`config.mk`:
```
export PLATFORM = sky130hd
export DESIGN_NAME = nfci_front
export DESIGN_NICKNAME = d
export VERILOG_FILES = /design/src/rtl/nfci_pkg.sv /design/src/rtl/nfci_front.sv
export SDC_FILE = /design/constraint.sdc
export NUM_CORES = 1
export LEC_CHECK = 0
export BUFFER_PORTS_ARGS = -buffer_cell sky130_fd_sc_hd__buf_4
export CAP_MARGIN = 15
export CORE_AREA = 2 2 89 91
export DETAILED_ROUTE_END_ITERATION = 7
export DIE_AREA = 0 0 91 93
export GPL_TIMING_DRIVEN = 0
export SETUP_SLACK_MARGIN = 0.3
export SYNTH_ARGS = -nofsm -noshare
export SYNTH_HDL_FRONTEND = slang
export SYNTH_SLANG_ARGS = --single-unit
```
`constraint.sdc`:
```
create_clock -name clk_i -period 7.2 [get_ports clk_i]
set_clock_uncertainty 0.2 [all_clocks]
set_input_delay 0.72 -clock clk_i [delete_from_list [all_inputs] [get_ports clk_i]]
set_output_delay 0.72 -clock clk_i [all_outputs]
set_load 0.05 [all_outputs]
```
`src/rtl/nfci_pkg.sv`:
```
// Package for the NOR flash command interpreter: field widths, transaction structs,
// command codes, state enums and the autoselect ID table. Depends on nothing.
package nfci_pkg;

  localparam int unsigned ADDR_W      = 18;
  localparam int unsigned DATA_W      = 16;
  localparam int unsigned TICK_W      = 20;
  localparam int unsigned PROG_TICK_W = 16;
  localparam int unsigned CFG_IDX_W   = 2;

  localparam int unsigned DEF_ADDR_BITS  = 18;
  localparam int unsigned DEF_BLOCK_BITS = 15;

  localparam logic [TICK_W-1:0] RST_PROG_TICKS  = 20'd10;
  localparam logic [TICK_W-1:0] RST_BLOCK_TICKS = 20'd5000;
  localparam logic [TICK_W-1:0] RST_CHIP_TICKS  = 20'd512000;

  localparam logic [7:0] CMD_UNLOCK1 = 8'hAA;
  localparam logic [7:0] CMD_UNLOCK2 = 8'h55;
  localparam logic [7:0] CMD_RESET   = 8'hF0;
  localparam logic [7:0] CMD_AUTOSEL = 8'h90;
  localparam logic [7:0] CMD_PROGRAM = 8'hA0;
  localparam logic [7:0] CMD_ERASE   = 8'h80;
  localparam logic [7:0] CMD_BLOCK   = 8'h30;
  localparam logic [7:0] CMD_CHIP    = 8'h10;

  localparam logic [10:0] UNLOCK_ADDR1 = 11'h555;
  localparam logic [10:0] UNLOCK_ADDR2 = 11'h2AA;

  localparam logic [DATA_W-1:0] ERASED_WORD = 16'hFFFF;

  typedef enum logic [1:0] {
    FUNC_READ  = 2'd0,
    FUNC_WRITE = 2'd1,
    FUNC_TICK  = 2'd2,
    FUNC_NOP   = 2'd3
  } func_e;

  typedef enum logic [CFG_IDX_W-1:0] {
    CFG_PROG_TICKS  = 2'd0,
    CFG_BLOCK_TICKS = 2'd1,
    CFG_CHIP_TICKS  = 2'd2
  } cfg_idx_e;

  typedef enum logic [2:0] {
    ST_READ, ST_UNLOCK1, ST_UNLOCK2, ST_AUTOSEL,
    ST_PROG, ST_ERASE, ST_EUNLOCK1, ST_EUNLOCK2
  } stage_e;

  typedef enum logic [1:0] {
    B_IDLE, B_READ, B_PROG, B_SWEEP
  } back_state_e;

  typedef struct packed {
    logic [1:0]        func;
    logic [ADDR_W-1:0] address;
    logic [DATA_W-1:0] write_data;
  } in_t;

  typedef struct packed {
    logic [DATA_W-1:0] read_data;
    logic              busy_res;
  } out_t;

  // Classified transaction handed from the front to the back.
  typedef struct packed {
    func_e             op;
    logic [ADDR_W-1:0] address;
    logic [DATA_W-1:0] data;
    logic              at_555;
    logic              at_2aa;
  } cmd_t;

  typedef struct packed {
    logic init_clear;
    logic busy;
  } back_status_t;

  function automatic logic [DATA_W-1:0] autoselect_word(input logic [7:0] ofs);
    logic [DATA_W-1:0] w;
    unique case (ofs)
      8'h00:   w = 16'h0001;
      8'h01:   w = 16'h227E;
      8'h0E:   w = 16'h2212;
      8'h0F:   w = 16'h2201;
      default: w = '0;
    endcase
    return w;
  endfunction

endpackage

```
`src/rtl/nfci_front.sv`:
```
// Front end: two-entry input queue that classifies bus transactions.
// Depends on nfci_pkg.
module nfci_front (
  input  logic           clk_i,
  input  logic           rst_ni,
  input  logic           push,
  output logic           full,
  input  nfci_pkg::in_t  in_i,
  output logic           cmd_valid_o,
  input  logic           cmd_take_i,
  output nfci_pkg::cmd_t cmd_o
);
  import nfci_pkg::*;

  cmd_t       buf_q [2];
  logic       wr_ptr_q, rd_ptr_q;
  logic [1:0] count_q;
  cmd_t       cls;
  logic       do_push, do_pop;

  always_comb begin
    cls.op      = func_e'(in_i.func);
    cls.address = in_i.address;
    cls.data    = in_i.write_data;
    cls.at_555  = in_i.address[10:0] == UNLOCK_ADDR1;
    cls.at_2aa  = in_i.address[10:0] == UNLOCK_ADDR2;
  end

  assign full        = count_q == 2'd2;
  assign cmd_valid_o = count_q != 2'd0;
  assign cmd_o       = buf_q[rd_ptr_q];
  assign do_push     = push && !full;
  assign do_pop      = cmd_take_i && cmd_valid_o;

  always_ff @(posedge clk_i) begin
    if (do_push) begin
      buf_q[wr_ptr_q] <= cls;
    end
  end

  always_ff @(posedge clk_i or negedge rst_ni) begin
    if (!rst_ni) begin
      wr_ptr_q <= 1'b0;
      rd_ptr_q <= 1'b0;
      count_q  <= '0;
    end else begin
      if (do_push) wr_ptr_q <= ~wr_ptr_q;
      if (do_pop)  rd_ptr_q <= ~rd_ptr_q;
      count_q <= count_q + 2'(do_push) - 2'(do_pop);
    end
  end
endmodule

```
* Yosys cells after proc, flatten, opt, wreduce, memory -nomap -nowiden
Memories as Yosys holds them, arrays and structs flattened. Index checks and enable logic that the tools add are counted.
Cells by class: equality and inequality tests 3, muxes and demuxes 2, reductions and logical operators 4, bitwise gates (word level) 2, $add $sub $neg 2
Operator list (number):
- == test 11 x 10 -> 1 bit (second input constant) | 1
- == test 11 bit (second input constant) | 1
- adder 2 x 1 -> 2 bit | 1
- == test 2 bit (second input constant) | 1
- logical AND 1 bit | 2
- two-way mux 1 bit | 2
- NOT 1 bit | 2
- nonzero test 2 bit | 1
- subtractor 2 x 1 -> 2 bit | 1
- zero test 1 bit | 1
Storage, ports and cells: register bits 4, word-level logic and storage cells 17, input port bits 40, RAM bits 76, memories 1
Memories:
- buf_q | depth 2, bits a word 38, rd ports 1, clocked after Yosys merged registers in 0, write ports 1, RTL line nfci_front.sv:15 | cmd_t buf_q [2];

* Depth between registers and ports, before layout
depth after elaboration 5, gate-level depth with buffers 7, depth with buffers taken out 7

* Least setup slack after synthesis
Ideal clock, no wire load.
path type input to register, start point in push, end point mem buf_q[0][0] in the netlist's numbering (enable), arrival 2.417 ns, path buffers 0, stages on the path 2, path slack 4.150 ns, cells stage by stage nand2_1 > nor2_1
Between the ends: word-level cells in the longest chain between the ends 3
Ends and longest elaborated chain:
- from (decl) | RTL line nfci_front.sv:6 | input logic push,
- logical AND 1 bit | RTL line nfci_front.sv:32 | assign do_push = push && !full;
- two-way mux 1 bit | RTL line nfci_front.sv:36 | if (do_push) begin
- two-way mux 1 bit (implied by the code) | RTL line nfci_front.sv:37 | buf_q[wr_ptr_q] <= cls;
- to (decl) | RTL line nfci_front.sv:15
Every way passes these cells.

==> impl_metrics.ini <==
[routing]
drc = 0
routed_wl_mm = 5.33
routed-via-count = 1605
ant_nets = 0
wire_per_inst_um = 15.4
dr.pass1.iters = 6
drt_iter0_drc = 120
vias_per_cell = 4.65

[global_routing]
grt_overflow = 0
grt_max_degree = 27
gr-usage-all-layers_pct = 13.5
grt_pass1_wl_mm = 8.39
grt_pass1_vias = 1644
antenna_found_initial = 0

[sta]
finalSetupViolCount = 0
rsz0062_at_grt = no
worst_pin_slew_ns = 0.472
hold_viol = 0
post-route-period-util_pct = 34.6
maxSlewViolCount = 0
slew_headroom_pct = 68.5
fmax_mhz = 401
finalWorstSetupSlack_ns = 4.71
hold_slack_ns = 0.314
fin_tns_setup_ns = 0
finalCriticalPeriod_ns = 2.49

[synth]
yosys-top-cells-area = edfxtp_1, mux2_2, mux2_4, dfrtp_1, xnor2_1
yosysTopAreaCellShare_pct = 74.8
syn_inst = 145
syn_area_mm2 = 0.00305
ys_types = 21
yosysWarningCount = 0
ys_seq_area_share_pct = 78.1
ys_ff_latch = 80
yosysTopAreaCell = edfxtp_1
avgSynthCellArea_um2 = 21.0
syn_nets = 187

[cts]
clockBufferDepth = 2
htreeDepth = 3
cts_root_buf = clkbuf_8
clkSlewWorstSetupHoldPaths_ns = 0.08
clkLatencyLatePin_ns = 0.34
cts_tree = built
cts.sinks = 80
numCtsBuffers = 9

[power]
power_frac_seq_pct = 33.7
power_density_mw_per_mm2 = 481
vdd_ir_drop_max_mv = 0.256
power_frac_comb_pct = 44.6
internal-power_uw = 1220
p_leak_uw = 0.00157
power_frac_clock_pct = 21.7
switching_power_uw = 754
swShare_pct = 38.3

[placed_design]
place_congestion = 0.676
dp_worst_setup_slack_ns = 5.05
hpwl_mm = 3.59
port_buffers = 79

[critical_path]
worst-path-buf-inv = 3
cp_max_fo = 10
cp.arrival_ns = 1.57
crit_chain = buf_6 -> buf_8 -> mux2_4 -> buf_4
cp_slowest_cell = dfrtp_1
worstSetupPathType = reg -> out
critPathMaxStageDelay_ns = 0.38
startpoint_type = register
crit_family = buffers and inverters
critPathRequiredTime_ns = 6.28
end_kind = primary output

[run_status]
status = finished clean

[hold_path]
hold_class = reg -> reg

[cells_and_area]
nNetsFinal = 280
final_cell_mix = buf_4, edfxtp_1, mux2_2
area_growth_pct = 34.3
antennaDiodeCount = 0
layout-drive-gt1-share_pct = 58.4
layout_commonest_cell = buf_4

[floorplanning]
io_pins = 80
die_width_um = 91
rows = 32
die_h_um = 93
initial_core_util_pct = 40.5
core-area_mm2 = 0.00753
dieArea_mm2 = 0.00846

[job]
drv_cap = 0
-- cell usage after synthesis (all sizes together) --
library cell	n
nand2	1
nand3b	1
and2	1
nor2	4
nand2b	1
xor2	1
nor4b	2
buf	4
ha	2
xnor2	3
nand4	2
edfxtp	76
and4b	1
dfrtp	4
mux2	38
inv	2
or2	1
and3	1
-- metrics by stage --
| step | std cells | cell area (um2) | util [%] | power, uW |
|---|---|---|---|---|
| floorplan | 145 | 3050 | - | 1310 |
| global placement | 326 | 3770 | 50.1 | 1550 |
| detailed placement | 328 | 3820 | 50.7 | 1570 |
| CTS | 345 | 4100 | 54.4 | 1990 |
| global route | 345 | 4100 | 54.4 | 2060 |
| finish | 345 | 4100 | 54.4 | 1970 |
-- area by class of cell --
cell class                 count  area (um2)
multi-input combinational     59         628
clock buffer                   9         124
sequential                    80        2380
tap                          102         128
inverter                       2        7.51
fill                         639        3430
buffer                         4        41.3
clock inverter                 7         144
timing repair buffer          82         643
-- final timing paths --
check	slack, ns	cells past startpoint	startpoint	to
max	4.71	4	rd_ptr_q	cmd_o[18]
min	0.31	1	count_q[1]	count_q[1]
max reg2reg	5.33	7	count_q[1]	count_q[1]
min reg2reg	0.31	1	count_q[1]	count_q[1]
max in group asynchronous	6.19	2	rst_ni	wr_ptr_q
min in group asynchronous	0.51	2	rst_ni	count_q[0]
-- registers in the layout (all words and copies together) (netlist names) --
signal and cells:
buf_q 76, count_q 2, rd_ptr_q 1, wr_ptr_q 1
-- logic make-up (layout without fill, tap and decap cells) --
logic type | after synthesis | after routing | share of synthesized area [%]
AND/OR/NAND/NOR | 15 | 15 | 3.08
buffers and inverters | 6 | 104 | 1.60
XOR/XNOR | 4 | 4 | 1.15
adder cells (fa/ha/maj) | 2 | 2 | 0.820
multiplexers | 38 | 38 | 15.3
flip-flops | 80 | 80 | 78.1
-- power groups by stage --
stage | logic [uW] | registers, uW | clock network (uW)
final | 880 | 664 | 427
after floorplan | 643 | 672 | 0
after CTS | 893 | 666 | 435
after global placement | 873 | 679 | 0
after detailed placement | 892 | 676 | 0
after global routing | 925 | 676 | 458
-- timing repair --
item,in CTS,in global routing
buffers inserted,0,0
hold buffers,1,0
endpoints found under the hold margin,4,0
resized for setup,0,0
-- per-layer routing --
metal  vias up  share of wire (%)  global-route usage [%]
met5         -                  0                       0
met4         0                1.4                    7.20
met2        49                 49                    20.9
met3         8                5.0                    3.55
met1       798                 45                    17.4
li1        750                  -                       -
Power figures use the tool's default switching activity.
